<file path="src/sv/ppsub_pkg.sv">
// ----------------------------------------------------------------------------
// ppsub_pkg
// Shared types and constants for the packet phase substitution block.
// ----------------------------------------------------------------------------
`default_nettype none

package ppsub_pkg;

  localparam int DW         = 32;   // CORDIC datapath width
  localparam int GUARD      = 12;   // guard bits below Q1.15
  localparam int MAX_STAGES = 24;
  localparam int PROD_W     = 62;   // magnitude times 1/K product
  localparam int SCALE      = 30;   // 1/K is Q0.30

  localparam logic [29:0] INV_K = 30'd652032874;

  localparam logic [PROD_W-1:0] PROD_HALF  = PROD_W'(1) << (SCALE - 1);
  localparam logic signed [DW-1:0] ROUND_HALF = DW'(1) << (GUARD - 1);

  // atan(2^-k) in units of 2^32 per turn
  localparam logic [31:0] ATAN_TURN [0:MAX_STAGES-1] = '{
    32'h20000000, 32'h12E4051E, 32'h09FB385B, 32'h051111D4, 32'h028B0D43,
    32'h0145D7E1, 32'h00A2F61E, 32'h00517C55, 32'h0028BE53, 32'h00145F2F,
    32'h000A2F98, 32'h000517CC, 32'h00028BE6, 32'h000145F3, 32'h0000A2FA,
    32'h0000517D, 32'h000028BE, 32'h0000145F, 32'h00000A30, 32'h00000518,
    32'h0000028C, 32'h00000146, 32'h000000A3, 32'h00000051
  };

  // side information that travels with a request down the pipeline
  typedef struct packed {
    logic               kind;
    logic               store;
    logic               zero;
    logic               pass;
    logic               beyond;
    logic signed [15:0] si;
    logic signed [15:0] sq;
  } ppsub_tag_t;

  typedef struct packed {
    logic signed [15:0] out_i;
    logic signed [15:0] out_q;
    logic               beyond_reference;
  } ppsub_res_t;

endpackage

`default_nettype wire

</file>
<file path="src/sv/ppsub_if.sv">
// ----------------------------------------------------------------------------
// ppsub_if
// Valid/ready channel interfaces for samples in and results out.
// ----------------------------------------------------------------------------
`default_nettype none


interface ppsub_out_if;
  logic               valid;
  logic               ready;
  logic signed [15:0] out_i;
  logic signed [15:0] out_q;
  logic               beyond_reference;

  modport source(output valid, out_i, out_q, beyond_reference, input ready);
  modport sink(input valid, out_i, out_q, beyond_reference, output ready);
endinterface

`default_nettype wire

</file>
<file path="src/sv/ppsub_fifo.sv">
// ----------------------------------------------------------------------------
// ppsub_fifo
// Result buffer with registered read feeding the output channel.
// ----------------------------------------------------------------------------
`default_nettype none

module ppsub_fifo
  import ppsub_pkg::*;
#(
  parameter int AW = 6
) (
  input  logic       clk,
  input  logic       rst,
  input  logic       wr_en,
  input  ppsub_res_t wr_data,
  ppsub_out_if.source results
);

  localparam int DEPTH = 2 ** AW;

  ppsub_res_t mem [DEPTH];
  logic [AW:0] wr_ptr;
  logic [AW:0] rd_ptr;
  logic        out_valid;
  ppsub_res_t  out_data;
  logic        load;

  assign load = (wr_ptr != rd_ptr) && (!out_valid || results.ready);

  always_ff @(posedge clk) begin
    if (rst) begin
      wr_ptr    <= '0;
      rd_ptr    <= '0;
      out_valid <= 1'b0;
    end else begin
      if (wr_en) begin
        wr_ptr <= wr_ptr + 1'b1;
      end
      if (load) begin
        rd_ptr    <= rd_ptr + 1'b1;
        out_valid <= 1'b1;
      end else if (results.ready) begin
        out_valid <= 1'b0;
      end
    end
  end

  always_ff @(posedge clk) begin
    if (wr_en) begin
      mem[wr_ptr[AW-1:0]] <= wr_data;
    end
    if (load) begin
      out_data <= mem[rd_ptr[AW-1:0]];
    end
  end

  assign results.valid            = out_valid;
  assign results.out_i            = out_data.out_i;
  assign results.out_q            = out_data.out_q;
  assign results.beyond_reference = out_data.beyond_reference;

endmodule

`default_nettype wire

</file>
<file path="src/flat_wrapper.sv">
// flat-port wrapper written by rule: the top's interface ports become plain ports
module ppsub_fifo_flat import ppsub_pkg::*;
#(
  parameter int AW = 6
)
  (clk, rst, wr_en, wr_data, results_valid, results_out_i, results_out_q, results_beyond_reference, results_ready);
  ppsub_out_if results_i ();
  input  logic clk;
  input  logic rst;
  input  logic wr_en;
  input  ppsub_res_t wr_data;
  output wire logic [$bits(results_i.valid)-1:0] results_valid;
  output wire logic [$bits(results_i.out_i)-1:0] results_out_i;
  output wire logic [$bits(results_i.out_q)-1:0] results_out_q;
  output wire logic [$bits(results_i.beyond_reference)-1:0] results_beyond_reference;
  input wire logic [$bits(results_i.ready)-1:0] results_ready;
  assign results_valid = results_i.valid;
  assign results_out_i = results_i.out_i;
  assign results_out_q = results_i.out_q;
  assign results_beyond_reference = results_i.beyond_reference;
  assign results_i.ready = results_ready;
  ppsub_fifo #(.AW(AW)) u_core (.clk(clk), .rst(rst), .wr_en(wr_en), .wr_data(wr_data), .results(results_i));
endmodule
</file>
<file path="config.mk">
export PLATFORM = sky130hd
export DESIGN_NAME = ppsub_fifo_flat
export DESIGN_NICKNAME = d
export VERILOG_FILES = /design/src/sv/ppsub_pkg.sv /design/src/sv/ppsub_if.sv /design/src/sv/ppsub_fifo.sv /design/src/flat_wrapper.sv
export SDC_FILE = /design/constraint.sdc
export NUM_CORES = 2
export LEC_CHECK = 0
export ABC_AREA = 1
export BUFFER_PORTS_ARGS = -buffer_cell sky130_fd_sc_hd__buf_2
export CORE_ASPECT_RATIO = 2
export CORE_MARGIN = 4
export CORE_UTILIZATION = 42
export CTS_CLUSTER_DIAMETER = 80
export CTS_CLUSTER_SIZE = 8
export DETAILED_ROUTE_END_ITERATION = 12
export GPL_ROUTABILITY_DRIVEN = 0
export PLACE_DENSITY = 0.66
export SYNTH_ARGS = -nofsm -noshare
export SYNTH_HDL_FRONTEND = slang
export SYNTH_SLANG_ARGS = --single-unit
</file>
<file path="constraint.sdc">
create_clock -name clk -period 5.2 [get_ports clk]
set_clock_uncertainty 0.2 [all_clocks]
set_input_delay 0.26 -clock clk [delete_from_list [all_inputs] [get_ports clk]]
set_output_delay 0.26 -clock clk [all_outputs]
set_load 0.005 [all_outputs]
</file>
==> results.json <==
{
  "wire_per_inst_um": 22.9,
  "fin_crit_ns": 3.54,
  "syn_nets": 8615,
  "grt_pass1_vias": 61500,
  "synthDistinctLibCells": 30,
  "p_seq_frac": 0.407,
  "dr.pass1.iters": 6,
  "netSwitchingFraction": 0.320,
  "critPathSlowestCell": "dfxtp_4",
  "die_x_um": 337,
  "start_util": 0.422,
  "drive_above_1_share": 0.0763,
  "fmax_mhz": 282,
  "crit_start": "u_core.rd_ptr[0]",
  "setup_viol": 0,
  "powerDensity_nw_per_um2": 473,
  "grt_pass1_wl_um": 388000,
  "wl_um": 264000,
  "drc": 0,
  "ys_seq_area_frac": 0.711,
  "cts_setup_buffers": 0,
  "yosysMostFrequentCell": "nand2_1",
  "clkTransAtPathRegs_ns": 0.05,
  "hold_viol_final": 0,
  "use_met2": 0.411,
  "grt_max_degree": 144,
  "die_y_um": 666,
  "track_usage": 0.231,
  "critical_path_class": "reg -> reg",
  "dieArea_um2": 225000,
  "hold_start": "wr_data[18]",
  "synthCells": 8576,
  "synthArstFlopShare": 0,
  "synth_top_area_cell": "edfxtp_1",
  "use_met1": 0.261,
  "worst_pin_slew_ns": 1.28,
  "pwr-share-comb": 0.233,
  "io_pins": 71,
  "dp_hpwl_um": 149000,
  "layout-area-overhead-vs-synth_pct": 13.6,
  "crit_required_ns": 5.59,
  "viasPerCell": 5.38,
  "cpPeakStageDelay_ns": 0.78,
  "fin_crit_sh": 0.681,
  "insertion_delay_ns": 0.84,
  "nFillCells": 18600,
  "nNetsFinal": 8753,
  "r2r_start": "u_core.rd_ptr[0]",
  "netSwitchingPower_mw": 15.7,
  "final_cells": 11500,
  "cts_tree": "built",
  "cts_htree_levels": 5,
  "yosys-top-cells-area": "edfxtp_1, nand2_1, nand3_1",
  "dpl.cell_count": 11200,
  "vdd.ir_drop.worst_mv": 0.342,
  "maxCapViolCount": 0,
  "cts-buffers-inserted": 311,
  "cts_buffer_depth": 4,
  "hold_path.class": "in -> reg",
  "numClockSinks": 2160,
  "vias": 62000,
  "critPathMostFrequentCell": "nand3_1",
  "synth_edf_count": 2145,
  "clockPowerShare": 0.360,
  "fin_tns_setup_ns": 0,
  "synth_seq_cells": 2160,
  "antenna_found_initial": 16,
  "synth.avg_cell_area_um2": 10.6,
  "fin_util": 0.480,
  "grt-ovfl-total": 0,
  "ys.flop_type": "edfxtp_1",
  "path_delay_family": "buffers and inverters",
  "leakage_nw": 41.3,
  "synthTopCellsByCount": "nand2_1, edfxtp_1, inv_1, nand3_1, nor2_1",
  "critical_path_arrival_ns": 3.93,
  "coreArea_um2": 216000,
  "p_int_mw": 33.3,
  "portBuffers": 70,
  "yosys_warnings": 0,
  "clock-root-buffer": "clkbuf_16",
  "synth_top_area_share": 0.708,
  "slew_headroom": 0.143,
  "grt.met3_usage": 0.0322,
  "busiest_layer": "met2",
  "crit_chain": "inv_8 > buf_12 > o21ai_0 > nand3_1 > nand3_1 > nand2_1 > nand3_1 > nand2_1",
  "maxSlewViolCount": 0,
  "cp_max_fo": 115,
  "drt-initial-drc-count": 6479,
  "end_kind": "flip-flop",
  "ant_nets": 0,
  "cp_num_buf_inv": 2,
  "synth_area_um2": 91000,
  "num_rows": 241,
  "rsz0062_at_grt": "no",
  "startpoint_type": "flip-flop",
  "status": "finished, final reports clean"
}
-- layout by cell type (no fill, tap or decap), types with 7 or more instances in the layout --
cell           Yosys  routed
or2_2             26      26
edfxtp_1        2145    2145
nor2_4             1      65
inv_1           1025    1025
o21ai_1           11      11
nor2_1           679     615
inv_6              0      13
and3_1             7       7
a21oi_1           71      71
nand2_1         2884    2884
buf_4             22     141
buf_12             0      25
dfxtp_1           15      11
clkbuf_16          0     318
o21ai_0          255     255
nand3_1          962     962
dlygate4sd3_1      0      34
clkbuf_1         189      14
buf_2            157      69
o211ai_1          12      12
-- through the flow --
step	worst slack [ns]	hold WS [ns]	power, mW	cell area, um^2
after floorplan	1.40	0.138	27.5	91000
after global placement	1.76	0.299	31.4	94900
after detailed placement	1.72	0.298	31.5	94900
after CTS	1.70	0.0314	49.1	103000
after global routing	1.52	0.100	51.0	103000
final	1.66	0.0376	48.9	103000
-- what timing repair did --
item                                    4_1_cts  5_1_grt
hold endpoints to repair                   1547        0
endpoints found under the setup margin        0        0
gates resized for setup                       0        0
hold buffers                                 34        0
-- sequential cells by signal, indices dropped and copies added, names as in the netlist --
| name | count |
|---|---|
| u_core.results.out_q | 16 |
| u_core.results.beyond_reference | 1 |
| u_core.rd_ptr | 7 |
| u_core.results.out_i | 16 |
| u_core.mem | 2112 |
| u_core.results.valid | 1 |
| u_core.wr_ptr | 7 |
-- path summary, 6_finish.rpt --
check	to	slack [ns]	cells past startpoint
worst max register to register	u_core.results.out_q[13]	1.66	8
worst max-delay path	u_core.results.out_q[13]	1.66	8
worst min register to register	u_core.wr_ptr[6]	0.33	1
worst min-delay path	u_core.mem[0][18]	0.04	1
-- layout make-up --
cell class | instances | area (um^2) | share of cell area
Antenna cell | 4 | 10.0 | 0.0000968
Clock buffer | 332 | 8010 | 0.0775
Clock inverter | 11 | 104 | 0.00100
Inverter | 1037 | 3920 | 0.0379
Multi-Input combinational cell | 4935 | 20900 | 0.202
Sequential cell | 2160 | 64700 | 0.626
Tap cell | 2794 | 3500 | 0.0338
Timing Repair Buffer | 269 | 2240 | 0.0217
-- power by group through the flow --
stage               clock, mW  combinational, mW  sequential (mW)
finish                   17.6               11.4             19.9
CTS                      17.8               11.4             19.9
floorplan                   0               7.59             19.9
global route             18.5               12.6             19.9
global placement            0               11.1             20.3
detailed placement          0               11.3             20.3
-- routing by layer --
metal | part of all wire | routed length (um) | vias up
li1 | - | - | 28200
met4 | 0.071 | 18800 | 10
met2 | 0.51 | 135000 | 3018
met5 | 0.00024 | 64 | -
met3 | 0.072 | 18900 | 858
met1 | 0.35 | 91500 | 30000
-- kinds of logic after synthesis --
group                    share of synthesized area
buffers and inverters                       0.0646
AND/OR/NAND/NOR                              0.203
AO/OA/AOI/OAI                               0.0200
adder cells (fa/ha/maj)                   0.000275
flip-flops                                   0.711
XOR/XNOR                                   0.00106
(Power assumes the default switching activity.)
