==> config.mk <==
export PLATFORM = sky130hd
export DESIGN_NAME = ppsub_rot_cell
export DESIGN_NICKNAME = d
export VERILOG_FILES = /design/src/sv/ppsub_pkg.sv /design/src/sv/ppsub_rot_cell.sv
export SDC_FILE = /design/constraint.sdc
export NUM_CORES = 1
export LEC_CHECK = 0
export BUFFER_PORTS_ARGS = -buffer_cell sky130_fd_sc_hd__buf_2
export CAP_MARGIN = 20
export CORE_UTILIZATION = 56
export DETAILED_ROUTE_END_ITERATION = 16
export PLACE_DENSITY_LB_ADDON = 0.08
export SLEW_MARGIN = 0
export SYNTH_ARGS = -nofsm -noshare
export SYNTH_HDL_FRONTEND = slang
export SYNTH_SLANG_ARGS = --single-unit
==> constraint.sdc <==
create_clock -name clk -period 6.1 [get_ports clk]
set_clock_uncertainty 0.05 [all_clocks]
set_input_delay 0.61 -clock clk [delete_from_list [all_inputs] [get_ports clk]]
set_output_delay 0.61 -clock clk [all_outputs]
set_load 0.02 [all_outputs]
==> src/sv/ppsub_pkg.sv <==
// ----------------------------------------------------------------------------
// ppsub_pkg
// Shared types and constants for the packet phase substitution block.
// ----------------------------------------------------------------------------
`default_nettype none

package ppsub_pkg;

  localparam int DW         = 32;   // CORDIC datapath width
  localparam int GUARD      = 12;   // guard bits below Q1.15
  localparam int MAX_STAGES = 24;
  localparam int PROD_W     = 62;   // magnitude times 1/K product
  localparam int SCALE      = 30;   // 1/K is Q0.30

  localparam logic [29:0] INV_K = 30'd652032874;

  localparam logic [PROD_W-1:0] PROD_HALF  = PROD_W'(1) << (SCALE - 1);
  localparam logic signed [DW-1:0] ROUND_HALF = DW'(1) << (GUARD - 1);

  // atan(2^-k) in units of 2^32 per turn
  localparam logic [31:0] ATAN_TURN [0:MAX_STAGES-1] = '{
    32'h20000000, 32'h12E4051E, 32'h09FB385B, 32'h051111D4, 32'h028B0D43,
    32'h0145D7E1, 32'h00A2F61E, 32'h00517C55, 32'h0028BE53, 32'h00145F2F,
    32'h000A2F98, 32'h000517CC, 32'h00028BE6, 32'h000145F3, 32'h0000A2FA,
    32'h0000517D, 32'h000028BE, 32'h0000145F, 32'h00000A30, 32'h00000518,
    32'h0000028C, 32'h00000146, 32'h000000A3, 32'h00000051
  };

  // side information that travels with a request down the pipeline
  typedef struct packed {
    logic               kind;
    logic               store;
    logic               zero;
    logic               pass;
    logic               beyond;
    logic signed [15:0] si;
    logic signed [15:0] sq;
  } ppsub_tag_t;

  typedef struct packed {
    logic signed [15:0] out_i;
    logic signed [15:0] out_q;
    logic               beyond_reference;
  } ppsub_res_t;

endpackage

`default_nettype wire

==> src/sv/ppsub_rot_cell.sv <==
// ----------------------------------------------------------------------------
// ppsub_rot_cell
// One registered CORDIC rotation micro-rotation.
// ----------------------------------------------------------------------------
`default_nettype none

module ppsub_rot_cell
  import ppsub_pkg::*;
#(
  parameter int STAGE = 0
) (
  input  logic                 clk,
  input  logic                 rst,
  input  logic                 in_valid,
  input  ppsub_tag_t           in_tag,
  input  logic signed [DW-1:0] in_x,
  input  logic signed [DW-1:0] in_y,
  input  logic signed [DW-1:0] in_z,
  output logic                 out_valid,
  output ppsub_tag_t           out_tag,
  output logic signed [DW-1:0] out_x,
  output logic signed [DW-1:0] out_y,
  output logic signed [DW-1:0] out_z
);

  logic signed [DW-1:0] dx;
  logic signed [DW-1:0] dy;
  logic signed [DW-1:0] step;

  assign dx   = in_x >>> STAGE;
  assign dy   = in_y >>> STAGE;
  assign step = $signed(ATAN_TURN[STAGE]);

  always_ff @(posedge clk) begin
    if (rst) begin
      out_valid <= 1'b0;
    end else begin
      out_valid <= in_valid;
    end
  end

  always_ff @(posedge clk) begin
    out_tag <= in_tag;
    if (in_z >= 0) begin
      out_x <= in_x - dy;
      out_y <= in_y + dx;
      out_z <= in_z - step;
    end else begin
      out_x <= in_x + dy;
      out_y <= in_y - dx;
      out_z <= in_z + step;
    end
  end

endmodule

`default_nettype wire

==> results of run 1 <==
## flip-flops by register name (all words and copies together), names as in the netlist
| signal | flops |
|---|---|
| out_tag | 37 |
| out_valid | 1 |
| out_x | 31 |
| out_y | 32 |
| out_z | 32 |
## cells in the final DEF (no fill, tap or decap), types with 4 or more instances in the layout
master,n
inv_1,99
clkinv_1,4
nor2_1,76
nand2_1,56
o21bai_1,16
nor3_1,25
inv_6,5
clkbuf_16,17
nand2b_1,9
mux2i_1,14
o211ai_1,5
a31oi_1,6
o21ai_0,76
a2111oi_0,4
nor2b_1,14
o21a_1,20
o311ai_0,5
a21o_1,24
a211oi_1,14
dfxtp_1,133
fa_1,4
inv_8,4
xnor2_1,53
o31ai_1,9
a21oi_1,98
a211o_1,4
or2_2,4
or3_1,7
nand4_1,12
buf_2,269
nand3b_1,4
ha_1,94
nand3_1,8
xor2_1,6
## power by group through the flow
stage	logic (uW)	clock network, uW	registers [uW]
floorplan	465	0	1210
global placement	952	0	1050
detailed placement	954	0	1050
CTS	963	1000	1040
global route	1040	1040	1040
finish	976	1000	1040
## layout make-up
cell class                      instances  area (um^2)
Multi-Input combinational cell        732         5180
Fill cell                            1189         4190
Sequential cell                       133         2660
Timing Repair Buffer                  271         1360
Clock buffer                           17          425
Inverter                              105          394
Tap cell                              184          230
Clock inverter                         15          139
Antenna cell                            2         5.00
## metrics by stage
| stage | util | total power (uW) |
|---|---|---|
| CTS | 0.713 | 3000 |
| detailed placement | 0.674 | 2010 |
| finish | 0.713 | 3010 |
| global placement | 0.674 | 2000 |
| global route | 0.713 | 3130 |
| floorplan | - | 1670 |
## cells by family (layout without fill, tap and decap cells)
| group | count (synthesis) | in the layout | share of synthesized area |
|---|---|---|---|
| other | 0 | 2 | 0 |
| DFF | 133 | 133 | 0.316 |
| xor gates and xnor gates | 59 | 59 | 0.0613 |
| muxes | 14 | 14 | 0.0166 |
| adders and majority gates | 98 | 98 | 0.149 |
| buffers and inverters | 148 | 408 | 0.0696 |
| AOI/OAI and AO/OA | 330 | 330 | 0.254 |
| and+or+nand+nor | 231 | 231 | 0.134 |
## Yosys cell counts (12+ instances only)
master,count,area [um^2]
a21oi_1,98,490
o21a_1,20,150
mux2i_1,14,140
nor2_1,76,285
a21o_1,24,180
xnor2_1,53,464
nand2_1,56,210
inv_1,99,372
o21ai_0,76,380
a211oi_1,14,105
nand4_1,12,75.1
dfxtp_1,133,2660
ha_1,94,1180
nor3_1,25,125
clkbuf_1,23,86.3
nor2b_1,14,87.6
o21bai_1,16,120
## final timing paths
kind	start	end	slack, ns	depth (start not counted)
setup / recovery	in_x[13]	out_x[28]	2.71	11
hold / removal	in_z[6]	out_z[6]	0.22	1
## routing by layer
metal,routed length [um],vias up
met5,0,-
met4,1110,0
met3,2520,78
met2,13800,492
met1,12000,4028
li1,-,4041
==> out/qor.csv, run 1 <==
metric,value,unit
layout cells sized above 1,0.254,
first-pass GRT wire length,45.1,mm
sequential element share of the synthesized area,0.316,
Area after DPL,9830,um^2
final setup violation count,0,
DIE AREA,15600,um^2
Most used DFF post-synth,dfxtp_1,
Tcrit/Tclk final,0.555,
Slew @ Worst Pin,0.852,ns
Total Routing Usage GR,0.375,
post-route ant nets,0,
worst-path fanout max,15,
Final min period,3.39,ns
hold slack,0.223,ns
clk slew on worst S/H paths,0.07,ns
RePlAce Congestion,1.01,
Setup Buffers After CTS,0,
vias in the first global route,8144,
drt drc,0,
switching pwr,1140,uW
Net Sw Frac,0.377,
Slew HR,0.425,
# port buffers,269,
clock sink count,133,
Final Hold Fails,0,
grt ovf,0,
crit-path leading delay family,compound AO/OA/AOI/OAI gates,
most frequent CP cell,a221oi_1,
Finished Layout Cells,1459,
Post-CTS Hold Buffers,0,
effective utilization at floorplan,0.578,
synthesis-stage register bit count,133,
outcome,"finished, final reports clean",
combinational share of power,0.324,
FP Rows,44,
chip height,125,um
TritonCTS clock tree,yes,
PD cells,290,nW/um^2
via count,8639,
sequential share of power,0.344,
Die Wd,125,um
met1 Usage GRT,0.480,
Static Leakage,0.00507,uW
Synth Cell Area,8430,um^2
Final Max Slew Viols,0,
CTS Buffer Depth,2,
IO Pins,270,
CTS H-tree depth,4,
Setup crit start kind,input pin,
CP endpoint kind,flip-flop,
highest clock rate,295,MHz
clock power share,0.332,
CP arrival,3.70,ns
P_int,1880,uW
Peak VDD IR,0.000211,V
clock root cell,clkbuf_16,
Resize count post-CTS,0,
dpl hpwl,22.9,mm
Final WS setup,2.71,ns
Mapped Nets,1247,
TritonCTS Buffers,17,
Synth Area per Inst,8.32,um^2
"slowest stage delay, CP",0.74,ns
Area growth syn-to-layout,23.3,%
largest net degree at the start of global routing,72,
number of synthesized flops with an enable pin,0,
WP buf/inv,3,
fin nets,1494,
post-layout instance area,10400,um^2
DR WL/cell,20.2,um
M2 GR Usage,0.609,
First-pass DRT Iterations,7,
Ys Warns,0,
slowest CP cell,o311ai_0,
met3 Use GR,0.0812,
Worst Hold Class,in2reg,
dpl ws,2.38,ns
worst path cell trace,buf_2 > inv_1 > ha_1 > inv_2 > a221oi_1 > o311ai_0 > nor3_2 > o31ai_1 > a311oi_1 > a221oi_1 > xnor2_1,
DR vias/cell,5.92,
Post-Route WL,29.5,mm
initial drt markers,738,
Gate Count Post-Synth,1013,
share of flip-flops with an asynchronous set or reset,0,
WP data required,6.41,ns
RSZ-0062 raised after global routing,no,
kind of critical path,in2reg,
antenna violations before repair,2,
placed instance count,1425,
Netlist cell types,78,
max cap viols,0,
TNS Setup,0,ns
core footprint,14600,um^2
most crowded layer after global routing,met2,
No activity file was read; power rests on OpenSTA's default activity.
==> run 2, diff against run 1 <==
--- a/config.mk
+++ b/config.mk
@@ -7,7 +7,7 @@
 export LEC_CHECK = 0
 export BUFFER_PORTS_ARGS = -buffer_cell sky130_fd_sc_hd__buf_2
 export CAP_MARGIN = 20
-export CORE_UTILIZATION = 56
+export CORE_UTILIZATION = 52
 export DETAILED_ROUTE_END_ITERATION = 16
 export PLACE_DENSITY_LB_ADDON = 0.08
 export SLEW_MARGIN = 0
==> constraint.sdc (replaced) <==
create_clock -name clk -period 3.48 [get_ports clk]
set_clock_uncertainty 0.05 [all_clocks]
set_input_delay 0.348 -clock clk [delete_from_list [all_inputs] [get_ports clk]]
set_output_delay 0.348 -clock clk [all_outputs]
set_load 0.02 [all_outputs]
==> run 2 against run 1 <==
Clock-buffer cell count did not move. Die area rose by 7.6%. Clock power increased by 79%. Critical path type unchanged. Critical endpoint is now out_y[31].
==> out/qor.csv, run 2 (same netlist as run 1, synthesis figures left out) <==
metric,value,unit,change
outcome,"finished, final reports clean",,
highest clock rate,335,MHz,
Net Sw Frac,0.376,,-0.000889
Tcrit/Tclk final,0.858,,
dpl hpwl,21.9,mm,-4.3%
max cap viols,0,,unchanged
largest net degree at the start of global routing,72,,unchanged
fin nets,1586,,+6.2%
IO Pins,270,,unchanged
via count,9034,,+4.6%
DR WL/cell,19.4,um,-3.9%
CP arrival,3.23,ns,-0.47 ns
Slew @ Worst Pin,0.778,ns,-0.0742 ns
Final Hold Fails,0,,unchanged
chip height,129,um,+3.7%
max reg flops,37,,unchanged
initial drt markers,910,,+23%
WP data required,3.72,ns,-2.69 ns
"commonest non-fill, non-tap cell in the layout",buf_2,,
post-route ant nets,0,,unchanged
TNS Setup,0,ns,unchanged
clock power share,0.330,,-0.002
Die Wd,129,um,+3.7%
grt ovf,0,,unchanged
Setup Buffers After CTS,0,,unchanged
switching pwr,2040,uW,+80%
kind of critical path,in2reg,,
FP Rows,46,,+4.5%
CP endpoint kind,flip-flop,,
Top reg by flops,out_tag,,
RSZ-0062 raised after global routing,no,,
# port buffers,269,,unchanged
RePlAce Congestion,0.936,,-7.4%
clk slew on worst S/H paths,0.06,ns,about the same
Final min period,2.99,ns,
Setup crit start kind,input pin,,
worst hold endpoint,out_valid,,
sequential share of power,0.333,,-0.011
vias in the first global route,8288,,+1.8%
first-pass GRT wire length,45.8,mm,+1.4%
hold path depth,2,,+1
clock root cell,clkbuf_16,,
final setup violation count,0,,unchanged
effective utilization at floorplan,0.531,,-0.0472
Resize count post-CTS,0,,unchanged
Sequential Area,2660,um^2,unchanged
worst-path fanout max,13,,-2
First-pass DRT Iterations,5,,-2
P_int,3390,uW,+81%
Post-Route WL,30.7,mm,+4.2%
biggest regs,"out_tag (37), out_y (32), out_z (32)",,
number of fill cells,1284,,+8.0%
Static Leakage,0.00547,uW,+7.9%
antenna violations before repair,0,,-2
Peak VDD IR,0.000346,V,+64%
"commonest cells after routing, fill and taps aside","buf_2 (269), dfxtp_1 (133), inv_1 (99)",,
startpoint of the worst hold path,rst,,
DIE AREA,16700,um^2,+7.6%
"Power, Total",5430,uW,+80%
TritonCTS Buffers,17,,unchanged
PD cells,480,nW/um^2,+66%
area of the multi-input gates,5180,um^2,unchanged
Final Max Slew Viols,0,,unchanged
DR vias/cell,5.71,,-3.6%
Area growth syn-to-layout,34.2,%,
Slew HR,0.482,,+0.0567
TritonCTS clock tree,yes,,
drt drc,0,,unchanged
combinational share of power,0.337,,+0.013
core footprint,15900,um^2,+8.9%
Worst Hold Class,in2reg,,
clock sink count,133,,unchanged
Total Routing Usage GR,0.359,,-0.0168
CTS Buffer Depth,2,,unchanged
CTS H-tree depth,4,,unchanged
layout cells sized above 1,0.256,,+0.00195
-- run 2: changes by cell type in the layout (fill, tap and decap cells not counted) --
cell	previous run	this run
inv_6	5	4
clkinvlp_4	2	4
diode_2	2	1
buf_4	2	27
clkinv_4	1	0
buf_12	0	1
dlygate4sd3_1	0	66
inv_8	4	6
clkinv_2	2	0
-- run 2: repair_timing --
action | in CTS | in global routing
hold endpoints to repair | 66 | 0
hold buffers | 66 | 0
endpoints found under the setup margin | 0 | 0
-- run 2: layer usage --
metal | track usage | up-vias | routed length, um
met5 | 0 | - | 0
met1 | 0.457 | 4207 | 12500
met2 | 0.595 | 526 | 14300
met4 | 0.156 | 0 | 1160
met3 | 0.0636 | 80 | 2750
li1 | - | 4221 | -
-- run 2: metrics by stage --
| step | utilization | cell area [um^2] | cells | setup WS [ns] | hold WS [ns] |
|---|---|---|---|---|---|
| after floorplan | - | 8430 | 1013 | 0.787 | 0.326 |
| after global placement | 0.634 | 10100 | 1483 | 0.109 | 0.400 |
| after detailed placement | 0.634 | 10100 | 1483 | 0.154 | 0.402 |
| after CTS | 0.712 | 11300 | 1581 | 0.557 | 0.0347 |
| after global routing | 0.712 | 11300 | 1581 | 0.292 | 0.0515 |
| final | 0.712 | 11300 | 1582 | 0.493 | 0.0494 |
-- run 2: worst max-delay path, cell delays in order --
cell       delay, ns
buf_2           0.10
inv_1           0.04
ha_1            0.55
inv_1           0.11
a2111oi_0       0.49
a21oi_1         0.19
a32oi_1         0.52
a211oi_1        0.25
o211a_1         0.28
a311oi_1        0.21
o211ai_1        0.12
-- run 2: cell type report --
| cell class | count | area share |
|---|---|---|
| antenna | 1 | 0.000221 |
| inverter | 105 | 0.0348 |
| tap | 216 | 0.0239 |
| timing repair buffer | 363 | 0.197 |
| clock inverter | 15 | 0.0132 |
| multi-input combinational | 732 | 0.458 |
| sequential | 133 | 0.235 |
| clock buffer | 17 | 0.0376 |
-- run 2: how the worst max path moves through the flow --
stage | start | endpoint | slack, ns | cells after the start
after floorplan | in_y[0] | out_y[26] | 0.79 | 11
after global placement | in_x[8] | out_y[31] | 0.11 | 11
after detailed placement | in_x[8] | out_x[25] | 0.15 | 11
after CTS | in_x[8] | out_y[31] | 0.56 | 11
after global routing | in_x[13] | out_x[28] | 0.29 | 12
final | in_x[8] | out_y[31] | 0.49 | 11
-- run 2: power groups by stage --
stage / sequential (uW) / clock, uW / combinational [uW]
after CTS: 1800 / 1790 / 1790
after floorplan: 2120 / 0 / 815
after detailed placement: 1830 / 0 / 1720
final: 1810 / 1790 / 1830
after global placement: 1830 / 0 / 1720
after global routing: 1820 / 1870 / 1950
