$ cat src/sv/ppsub_pkg.sv
// ----------------------------------------------------------------------------
// ppsub_pkg
// Shared types and constants for the packet phase substitution block.
// ----------------------------------------------------------------------------
`default_nettype none

package ppsub_pkg;

  localparam int DW         = 32;   // CORDIC datapath width
  localparam int GUARD      = 12;   // guard bits below Q1.15
  localparam int MAX_STAGES = 24;
  localparam int PROD_W     = 62;   // magnitude times 1/K product
  localparam int SCALE      = 30;   // 1/K is Q0.30

  localparam logic [29:0] INV_K = 30'd652032874;

  localparam logic [PROD_W-1:0] PROD_HALF  = PROD_W'(1) << (SCALE - 1);
  localparam logic signed [DW-1:0] ROUND_HALF = DW'(1) << (GUARD - 1);

  // atan(2^-k) in units of 2^32 per turn
  localparam logic [31:0] ATAN_TURN [0:MAX_STAGES-1] = '{
    32'h20000000, 32'h12E4051E, 32'h09FB385B, 32'h051111D4, 32'h028B0D43,
    32'h0145D7E1, 32'h00A2F61E, 32'h00517C55, 32'h0028BE53, 32'h00145F2F,
    32'h000A2F98, 32'h000517CC, 32'h00028BE6, 32'h000145F3, 32'h0000A2FA,
    32'h0000517D, 32'h000028BE, 32'h0000145F, 32'h00000A30, 32'h00000518,
    32'h0000028C, 32'h00000146, 32'h000000A3, 32'h00000051
  };

  // side information that travels with a request down the pipeline
  typedef struct packed {
    logic               kind;
    logic               store;
    logic               zero;
    logic               pass;
    logic               beyond;
    logic signed [15:0] si;
    logic signed [15:0] sq;
  } ppsub_tag_t;

  typedef struct packed {
    logic signed [15:0] out_i;
    logic signed [15:0] out_q;
    logic               beyond_reference;
  } ppsub_res_t;

endpackage

`default_nettype wire

$ cat src/sv/ppsub_vec_cell.sv
// ----------------------------------------------------------------------------
// ppsub_vec_cell
// One registered CORDIC vectoring micro-rotation.
// ----------------------------------------------------------------------------
`default_nettype none

module ppsub_vec_cell
  import ppsub_pkg::*;
#(
  parameter int STAGE = 0
) (
  input  logic                 clk,
  input  logic                 rst,
  input  logic                 in_valid,
  input  ppsub_tag_t           in_tag,
  input  logic signed [DW-1:0] in_x,
  input  logic signed [DW-1:0] in_y,
  input  logic        [DW-1:0] in_z,
  output logic                 out_valid,
  output ppsub_tag_t           out_tag,
  output logic signed [DW-1:0] out_x,
  output logic signed [DW-1:0] out_y,
  output logic        [DW-1:0] out_z
);

  logic signed [DW-1:0] dx;
  logic signed [DW-1:0] dy;

  assign dx = in_x >>> STAGE;
  assign dy = in_y >>> STAGE;

  always_ff @(posedge clk) begin
    if (rst) begin
      out_valid <= 1'b0;
    end else begin
      out_valid <= in_valid;
    end
  end

  always_ff @(posedge clk) begin
    out_tag <= in_tag;
    if (in_y < 0) begin
      out_x <= in_x - dy;
      out_y <= in_y + dx;
      out_z <= in_z - ATAN_TURN[STAGE];
    end else begin
      out_x <= in_x + dy;
      out_y <= in_y - dx;
      out_z <= in_z + ATAN_TURN[STAGE];
    end
  end

endmodule

`default_nettype wire

$ cat config.mk
export PLATFORM = sky130hd
export DESIGN_NAME = ppsub_vec_cell
export DESIGN_NICKNAME = d
export VERILOG_FILES = /design/src/sv/ppsub_pkg.sv /design/src/sv/ppsub_vec_cell.sv
export SDC_FILE = /design/constraint.sdc
export NUM_CORES = 1
export LEC_CHECK = 0
export BUFFER_PORTS_ARGS = -buffer_cell sky130_fd_sc_hd__buf_4
export CORE_AREA = 2 2 144 118
export CTS_CLUSTER_DIAMETER = 150
export CTS_CLUSTER_SIZE = 20
export DETAILED_ROUTE_END_ITERATION = 7
export DIE_AREA = 0 0 146 120
export PLACE_DENSITY = 0.91
export SLEW_MARGIN = 0
export SYNTH_ARGS = -nofsm -noshare
export SYNTH_HDL_FRONTEND = slang
export SYNTH_SLANG_ARGS = --single-unit
$ cat constraint.sdc
create_clock -name clk -period 2.8 [get_ports clk]
set_input_delay 0.14 -clock clk [delete_from_list [all_inputs] [get_ports clk]]
set_output_delay 0.14 -clock clk [all_outputs]
set_load 0.02 [all_outputs]
==> out/qor.csv, run 1 <==
stage,metric,value,unit
status,status,"finished, final reports clean",
floorplanning,Std-Cell Rows,42,
worst_setup_path,CP endpoint kind,flip-flop,
final_layout,NumNets Final,1572,
yosys,post-synth top area share,32.6,%
global_routing,first-pass GRT wire length,53300,µm
yosys,"Top FF cell, synth",dfxtp_1,
global_routing,GRT Total Usage,39.0,%
flow_run,Max Cap Violations,0,
sta,# setup viols final,0,
sta,Tmin final,2690,ps
global_routing,GR Layer Usage met3,11.8,%
power,sw frac,36.3,%
final_layout,ANT cells,0,
worst_setup_path,worst setup path class,in2reg,
final_layout,Final Cell Area,12100,µm²
sta,Final Hold Viols,0,
yosys,async set-reset flop share out of synthesis,0,%
floorplanning,I/O pins,270,
clock_network,TritonCTS Buffers,17,
placed_design,GPL Wtd Cong,0.988,
sta,Fmax,372,MHz
clock_network,clk slew on worst S/H paths,70,ps
yosys,largest area contributor in the netlist,dfxtp_1,
yosys,number of synthesized flops with an enable pin,0,
global_routing,largest net degree at the start of global routing,50,
clock_network,postcts setup bufs,0,
clock_network,Max H-tree Level,4,
yosys,Synth Register Bits,133,
yosys,share of the yosys chip area belonging to registers,32.6,%
yosys,synth warn,0,
routing,initial DRC count,1488,
yosys,ranking of synthesized cells by area,"dfxtp_1 (33%), ha_1 (14%), xnor2_1 (6.2%)",
worst_setup_path,CP arrival,3000,ps
routing,via count,9431,
clock_network,CTS root buf,clkbuf_16,
floorplanning,initial core utilization,50.5,%
routing,drt drc,0,
yosys,"Avg Cell Area, Syn",8.58,µm²
routing,length of the first detailed-routing pass in iterations,7,
global_routing,global route overflow,0,
worst_setup_path,WP data required,3110,ps
yosys,"Cell Area, Synth",8170,µm²
clock_network,CTS tree,yes,
power,P_int,4.67,mW
global_routing,number of global-route vias before repair,9324,
power,Sw Pwr,2.66,mW
placed_design,DP HPWL,22000,µm
yosys,Post-Syn Instances,952,
worst_hold_path,HP Start,in_z[31],
worst_setup_path,CP Max Fanout,5,
floorplanning,die height,120,µm
global_routing,initial antenna violation count,0,
power,sequential share of power,31.2,%
worst_hold_path,HP Class,in2reg,
routing,final WL,34800,µm
floorplanning,die width,146,µm
power,P_leak,5.85,nW
placed_design,# placed instances,1469,
routing,vias per inst,6.00,
floorplanning,core box area,16200,µm²
global_routing,"Most Used Layer, Global Route",met2,
floorplanning,area of the die,17500,µm²
power,Worst VDD drop,0.349,mV
final_layout,"Cell Count, Final, Fillers Out",1571,
power,Clock power frac,33.1,%
placed_design,port bufs,269,
sta,Final Max Tran Viols,0,
worst_setup_path,worst setup path start,in_x[1],
final_layout,share of layout cells above drive strength 1,29.9,%
yosys,Synth cell types,77,
sta,Tcrit/Tclk final,95.9,%
routing,post-route ant nets,0,
final_layout,synthesis-to-layout area growth,48.2,%
power,pwr dens,605,nW/µm²
clock_network,Longest Clk Path Bufs,2,
worst_setup_path,Worst setup SP type,input pin,
global_routing,GR Util met2,62.3,%
sta,RSZ-0062 raised after global routing,no,
power,Logic pwr share,35.7,%
yosys,syn nets,1186,
final_layout,"commonest non-fill, non-tap cell in the layout",buf_4,
final_layout,most frequent cells in the layout,"buf_4 (342), dfxtp_1 (133), a21oi_1 (100)",
sta,Hold Slack,52.2,ps
sta,Slew HR,53.9,%
routing,drt wl/cell,22.2,µm
placed_design,dpl cell area,10800,µm²
clock_network,clock sinks,133,
global_routing,met1 Use GR,47.2,%
sta,slew at the pin closest to its max-slew limit,685,ps
power,Tot Pwr,7.33,mW
==> repair_timing <==
item / 4_1_cts / 5_1_grt
gates resized for setup: 0 / 1
endpoints found under the setup margin: 0 / 1
hold endpoints to repair: 70 / 0
hold buffers: 70 / 0
==> area by class of cell <==
type / instances / area [µm²]
Clock buffer: 18 / 439
Clock inverter: 14 / 176
Fill cell: 1031 / 4080
Inverter: 97 / 364
Multi-Input combinational cell: 677 / 4920
Sequential cell: 133 / 2660
Tap cell: 220 / 275
Timing Repair Buffer: 412 / 3270
==> power groups by stage <==
stage	combinational [mW]	sequential, mW	clock (mW)
6_report	2.62	2.29	2.43
5_1_grt	2.73	2.30	2.51
4_1_cts	2.49	2.26	2.38
3_5_place_dp	2.38	2.30	0
3_3_place_gp	2.35	2.29	0
2_1_floorplan	0.985	2.64	0
==> layer usage <==
layer / routed length [µm] / vias to the layer above
met2: 15600 / 782
met4: 2220 / 0
met5: 0 / -
li1: - / 4076
met1: 13100 / 4378
met3: 3960 / 195
==> metrics by stage <==
| step | util (%) | setup WS [ps] | TNS [ps] |
|---|---|---|---|
| 3_5_place_dp | 66.7 | -161 | -554 |
| 5_1_grt | 74.8 | 72.6 | 0 |
| 6_report | 74.8 | 114 | 0 |
| 2_1_floorplan | - | 336 | 0 |
| 3_3_place_gp | 66.7 | -3.47 | -3.47 |
| 4_1_cts | 74.8 | 259 | 0 |
==> kinds of logic after synthesis <==
kind of cell | after synthesis | synth area share, %
compound gates | 299 | 24.1
simple gates | 200 | 11.9
buf+inv | 142 | 7.18
flops | 133 | 32.6
fa+ha+maj | 98 | 15.4
xor+xnor | 62 | 6.65
mux | 18 | 2.21
==> synthesized netlist by cell type, types with 18 or more instances <==
library cell	count
o21ai_0	50
clkbuf_1	22
inv_1	91
xnor2_1	58
nor2_1	68
a21oi_1	100
ha_1	94
mux2i_1	18
o21bai_1	21
nand2_1	38
dfxtp_1	133
==> sequential cells by signal, indices dropped and copies added (netlist names) <==
name	count
out_tag	37
out_z	32
out_x	32
out_y	31
out_valid	1
==> final timing paths <==
kind | end | slack, ps | cells past startpoint
worst min-delay path | out_z[31]$_DFF_P_ | 50 | 3
worst max-delay path | out_x[31]$_DFF_P_ | 110 | 12
==> critical path, cell delays in order <==
cell and delay (ps):
buf_4 140, inv_1 100, ha_1 350, nor2b_1 190, o221ai_1 300, a21oi_1 180
o211a_1 300, o41ai_2 290, o21ai_1 220, a2111oi_0 480, a31oi_1 120, xor2_1 190
Power figures use the tool's default switching activity.
==> run 2, diff against run 1 <==
--- a/config.mk
+++ b/config.mk
@@ -13,3 +13,4 @@
 export DIE_AREA = 0 0 146 120
-export PLACE_DENSITY = 0.91
+export GPL_ROUTABILITY_DRIVEN = 0
+export PLACE_DENSITY_LB_ADDON = 0.08
 export SLEW_MARGIN = 0
==> constraint.sdc (replaced) <==
create_clock -name clk -period 2.8 [get_ports clk]
set_input_delay 0.42 -clock clk [delete_from_list [all_inputs] [get_ports clk]]
set_output_delay 0.42 -clock clk [all_outputs]
set_load 0.02 [all_outputs]
==> run 2 against run 1 <==
Against the previous run: flip-flop and latch count is the same; global-route usage is 7.5 points lower; via count is 9.3% lower; first-iteration DRC count decreased by 48%; highest routed layer unchanged.
==> out/qor.csv, run 2 (synthesis results as in run 1) <==
stage,metric,value,unit,change
worst_setup_path,CP arrival,3040,ps,was 3000 ps
routing,vias per inst,5.46,,was 6.00
sta,Slew HR,65.4,%,was 53.9%
final_layout,most frequent cells in the layout,"buf_4 (408), dfxtp_1 (133), a21oi_1 (99)",,"was buf_4 (342), dfxtp_1 (133), a21oi_1 (100)"
final_layout,Largest register FFs,37,,unchanged
worst_setup_path,Critical Path Max Stage Delay,480,ps,about the same
final_layout,NumNets Final,1568,,"was 1,572"
sta,slew at the pin closest to its max-slew limit,519,ps,was 685 ps
routing,via count,8551,,"was 9,431"
power,Tot Pwr,7.09,mW,was 7.33 mW
floorplanning,area of the die,17500,µm²,unchanged
final_layout,Final Cell Area,11900,µm²,"was 12,100 µm²"
floorplanning,initial core utilization,50.5,%,unchanged
placed_design,port bufs,269,,unchanged
floorplanning,core box area,16200,µm²,unchanged
placed_design,dpl cell area,11300,µm²,"was 10,800 µm²"
sta,Final Max Tran Viols,0,,unchanged
routing,drt wl/cell,17.8,µm,was 22.2 µm
final_layout,Filler cells,1285,,"was 1,031"
global_routing,global route overflow,0,,unchanged
worst_setup_path,WP data required,3150,ps,was 3110 ps
global_routing,number of global-route vias before repair,8022,,"was 9,324"
worst_setup_path,Slowest cell on crit path,ha_1,,was a2111oi_0
worst_setup_path,CP Max Fanout,11,,was 5
flow_run,Max Cap Violations,0,,unchanged
clock_network,clock sinks,133,,unchanged
sta,Fmax,372,MHz,about the same
global_routing,largest net degree at the start of global routing,47,,was 50
worst_setup_path,CP endpoint kind,flip-flop,,unchanged
final_layout,share of layout cells above drive strength 1,35.3,%,was 29.9%
worst_setup_path,CP Cell Sequence,buf_4 > inv_1 > ha_1 > nand3_1 > or3_1 > o211ai_1 > a211oi_1 > a21oi_2 > nand4_1 > a21oi_1 > a2bb2oi_1 > xnor2_1,,was buf_4 > inv_1 > ha_1 > nor2b_1 > o221ai_1 > a21oi_1 > o211a_1 > o41ai_2 > o21ai_1 > a2111oi_0 > a31oi_1 > xor2_1
final_layout,ANT cells,0,,unchanged
sta,Hold Slack,88.5,ps,was 52.2 ps
clock_network,TritonCTS Buffers,17,,unchanged
worst_setup_path,worst path bufs/invs,2,,unchanged
final_layout,"Cell Count, Final, Fillers Out",1567,,"was 1,571"
worst_hold_path,WHS Path Cells,1,,was 3
routing,initial DRC count,768,,"was 1,488"
global_routing,initial antenna violation count,0,,unchanged
global_routing,GRT Total Usage,31.5,%,was 39.0%
floorplanning,Std-Cell Rows,42,,unchanged
worst_hold_path,Hold Path End,out_tag[26]$_DFF_P_,,was out_z[31]$_DFF_P_
clock_network,postcts setup bufs,0,,unchanged
clock_network,Max H-tree Level,4,,unchanged
routing,drt drc,0,,unchanged
floorplanning,die width,146,µm,unchanged
sta,Final Hold Viols,0,,unchanged
worst_setup_path,Worst path top cell family by delay,compound AO/OA/AOI/OAI gates,,unchanged
placed_design,DP HPWL,22000,µm,about the same
worst_setup_path,Worst setup SP type,input pin,,unchanged
final_layout,Largest regs,"out_tag x37, out_x x32, out_z x32",,unchanged
routing,final WL,27900,µm,"was 34,800 µm"
clock_network,CTS tree,yes,,unchanged
floorplanning,I/O pins,270,,unchanged
worst_hold_path,HP Start,in_tag[26],,was in_z[31]
final_layout,Final Core Density,73.7,%,was 74.8%
clock_network,Longest Clk Path Bufs,2,,unchanged
sta,Tcrit/Tclk final,96.0,%,was 95.9%
final_layout,synthesis-to-layout area growth,46.0,%,was 48.2%
global_routing,first-pass GRT wire length,43600,µm,"was 53,300 µm"
final_layout,Largest Register,out_tag,,unchanged
clock_network,clk slew on worst S/H paths,70,ps,about the same
routing,length of the first detailed-routing pass in iterations,6,,was 7
status,status,"finished, final reports clean",,unchanged
power,pwr dens,594,nW/µm²,was 605 nW/µm²
sta,Tmin final,2690,ps,about the same
sta,# setup viols final,0,,unchanged
power,P_leak,5.87,nW,was 5.85 nW
placed_design,# placed instances,1535,,"was 1,469"
floorplanning,die height,120,µm,unchanged
worst_setup_path,worst setup path class,in2reg,,unchanged
worst_hold_path,HP Class,in2reg,,unchanged
power,Worst VDD drop,0.414,mV,was 0.349 mV
routing,post-route ant nets,0,,unchanged
final_layout,"commonest non-fill, non-tap cell in the layout",buf_4,,unchanged
clock_network,CTS root buf,clkbuf_16,,unchanged
==> run 2: cell types whose count changed in the layout (fill, tap and decap cells not counted), moves of 2 or more <==
cell           before  now
clkinv_8            0    2
dlygate4sd3_1      70    0
buf_4             342  408
o21ai_2             0    2
==> run 2: how the worst max path moves through the flow <==
stage,from,endpoint,slack (ps),cells after the start
floorplan,in_x[0],out_x[26]$_DFF_P_,60,11
global placement,in_x[0],out_x[30]$_DFF_P_,-240,14
detailed placement,in_x[0],out_x[24]$_DFF_P_,-290,14
CTS,in_x[2],out_y[30]$_DFF_P_,130,13
global route,in_x[4],out_x[24]$_DFF_P_,-20,15
finish,in_x[2],out_y[27]$_DFF_P_,110,12
==> run 2: what timing repair did <==
action                                  in CTS  in global routing
hold buffers                                 0                  0
gates resized for setup                      0                 10
endpoints found under the setup margin       0                  9
==> run 2: cell type report <==
type                            instances  area (µm²)  area share [%]
Clock inverter                         15         178            1.49
Multi-Input combinational cell        677        4960            41.6
Timing Repair Buffer                  408        3060            25.7
Tap cell                              220         275            2.31
Clock buffer                           17         425            3.57
Sequential cell                       133        2660            22.3
Inverter                               97         364            3.05
==> run 2: power breakdown <==
part | internal, mW | switching [mW]
combinational | 1.13 | 1.40
sequential | 2.17 | 0.0946
clock | 1.28 | 1.02
==> run 2: routing by layer <==
| layer | vias to the layer above | global-route usage (%) | part of all wire (%) | wire, µm |
|---|---|---|---|---|
| li1 | 4067 | - | - | - |
| met3 | 49 | 7.30 | 8.6 | 2400 |
| met5 | - | 0 | 0 | 0 |
| met4 | 0 | 7.10 | 1.9 | 529 |
| met1 | 3956 | 42.2 | 43 | 12000 |
| met2 | 479 | 52.1 | 46 | 12900 |
==> run 2: through the flow <==
stage | TNS [ps] | worst slack, ps
after detailed placement | -4190 | -293
after global placement | -2810 | -242
final | 0 | 111
after global routing | -29.6 | -16.5
after floorplan | 0 | 55.8
after CTS | 0 | 128
==> run 3, diff against run 2 <==
Settings changed: PLACE_DENSITY_LB_ADDON 0.08 to 0.25, SLEW_MARGIN 0 to 20.
==> run 3 against run 2 <==
Against the previous run: the run now ends with design-rule violations left; combinational power about the same; count of clock-buffer cells in the layout is the same; fmax is 0.88% lower; sequential share of layout area is 0.063 points higher; die area unchanged; via count increased by 2.9%; sequential power about the same; worst setup slack worse by 24 ps; global-route usage increased by 0.13 points; largest cell class unchanged.
==> out/qor.csv, run 3 (synthesis results as in run 1) <==
stage,metric,value,unit,change
status,status,"finished, violations left",,"was finished, final reports clean"
status,violated checks,design-rule violations,,
routing,via count,8801,,"was 8,551"
final_layout,NumNets Final,1561,,"was 1,568"
global_routing,number of global-route vias before repair,8312,,"was 8,022"
worst_setup_path,CP endpoint kind,flip-flop,,unchanged
global_routing,global route overflow,0,,unchanged
final_layout,most frequent cells in the layout,"buf_4 (401), dfxtp_1 (133), a21oi_1 (99)",,"was buf_4 (408), dfxtp_1 (133), a21oi_1 (99)"
clock_network,Longest Clk Path Bufs,2,,unchanged
final_layout,"commonest non-fill, non-tap cell in the layout",buf_4,,unchanged
clock_network,CTS tree,yes,,unchanged
sta,# setup viols final,0,,unchanged
floorplanning,area of the die,17500,µm²,unchanged
clock_network,postcts setup bufs,0,,unchanged
flow_run,Max Cap Violations,0,,unchanged
worst_setup_path,worst setup path class,in2reg,,unchanged
worst_setup_path,Worst setup SP type,input pin,,unchanged
worst_setup_path,WP data required,3130,ps,was 3150 ps
placed_design,pre-CTS WS,-336,ps,was -293 ps
sta,Tcrit/Tclk final,96.9,%,was 96.0%
worst_hold_path,HP Class,in2reg,,unchanged
power,pwr dens,605,nW/µm²,was 594 nW/µm²
power,P_leak,5.85,nW,was 5.87 nW
floorplanning,I/O pins,270,,unchanged
placed_design,DP HPWL,22200,µm,"was 22,000 µm"
floorplanning,core box area,16200,µm²,unchanged
routing,length of the first detailed-routing pass in iterations,8,,was 6
floorplanning,die width,146,µm,unchanged
power,Worst VDD drop,0.386,mV,was 0.414 mV
routing,drt drc,3,,was 0
floorplanning,initial core utilization,50.5,%,unchanged
worst_setup_path,CP Max Fanout,3,,was 11
floorplanning,die height,120,µm,unchanged
sta,Slew HR,62.3,%,was 65.4%
clock_network,clock sinks,133,,unchanged
final_layout,ANT cells,0,,unchanged
clock_network,Post-CTS Hold Fix Bufs,0,,unchanged
routing,drt wl/cell,18.1,µm,was 17.8 µm
clock_network,CTS root buf,clkbuf_16,,unchanged
sta,RSZ-0062 raised after global routing,no,,
global_routing,initial antenna violation count,0,,unchanged
routing,initial DRC count,952,,was 768
final_layout,Largest regs,"out_tag x37, out_x x32, out_z x32",,unchanged
routing,vias per inst,5.64,,was 5.46
placed_design,port bufs,269,,unchanged
final_layout,synthesis-to-layout area growth,45.6,%,was 46.0%
sta,slew at the pin closest to its max-slew limit,565,ps,was 519 ps
clock_network,TritonCTS Buffers,17,,unchanged
floorplanning,Std-Cell Rows,42,,unchanged
sta,Final Hold Viols,0,,unchanged
global_routing,GRT Total Usage,31.7,%,was 31.5%
routing,final WL,28300,µm,"was 27,900 µm"
sta,Hold Slack,81.9,ps,was 88.5 ps
clock_network,clk slew on worst S/H paths,70,ps,about the same
sta,final worst slack,87.5,ps,was 111 ps
final_layout,Largest register FFs,37,,unchanged
final_layout,Largest Register,out_tag,,unchanged
global_routing,first-pass GRT wire length,43900,µm,"was 43,600 µm"
sta,Final Max Tran Viols,0,,unchanged
worst_setup_path,CP arrival,3040,ps,about the same
final_layout,share of layout cells above drive strength 1,34.8,%,was 35.3%
clock_network,Max H-tree Level,4,,unchanged
sta,Tmin final,2710,ps,was 2690 ps
sta,Fmax,369,MHz,was 372 MHz
routing,post-route ant nets,0,,unchanged
global_routing,largest net degree at the start of global routing,44,,was 47
run 3: worst paths after layout:
kind	startpoint	end	slack, ps	depth (start not counted)
max	in_x[0]	out_y[28]$_DFF_P_	90	13
min	in_tag[1]	out_tag[1]$_DFF_P_	80	1
run 3: layout make-up:
class,instances,area (µm²)
Inverter,97,364
Timing Repair Buffer,401,3010
Fill cell,1220,4290
Clock inverter,15,208
Sequential cell,133,2660
Multi-Input combinational cell,677,4950
Clock buffer,17,425
Tap cell,220,275
run 3: power breakdown:
| group | switching, mW | internal (mW) | leakage [nW] |
|---|---|---|---|
| Clock | 1.01 | 1.37 | 0.307 |
| Combinational | 1.41 | 1.13 | 4.42 |
| Sequential | 0.105 | 2.17 | 1.12 |
run 3: timing repair:
item / in CTS / in global routing
resized for setup: 0 / 6
hold endpoints to repair: 0 / 0
endpoints found under the setup margin: 0 / 6
run 3: worst max-delay path, stage by stage:
cell and delay [ps]:
buf_4 120, buf_4 130, ha_1 230, fa_1 410, and4b_1 300, a2111o_1 190
a211o_1 160, a31oi_2 100, o21ai_1 330, a31oi_1 200, o211ai_1 200, o21ai_1 100
xnor2_1 140
run 3: metal layers:
layer	track usage, %	vias to the layer above	wire, µm	part of all wire [%]
met4	11.9	0	977	3.5
met2	52.3	611	13000	46
met3	5.89	96	2740	9.7
li1	-	4050	-	-
met5	0	-	0	0
met1	41.4	4044	11500	41
run 3: through the flow:
step | TNS [ps] | area, µm² | power [mW] | util, % | instances
after floorplan | 0 | 8170 | 3.62 | - | 952
after global placement | -3020 | 11200 | 4.75 | 69.4 | 1528
after detailed placement | -5010 | 11200 | 4.78 | 69.4 | 1528
after CTS | 0 | 11900 | 7.18 | 73.3 | 1560
after global routing | 0 | 11900 | 7.48 | 73.5 | 1560
final | 0 | 11900 | 7.20 | 73.5 | 1560
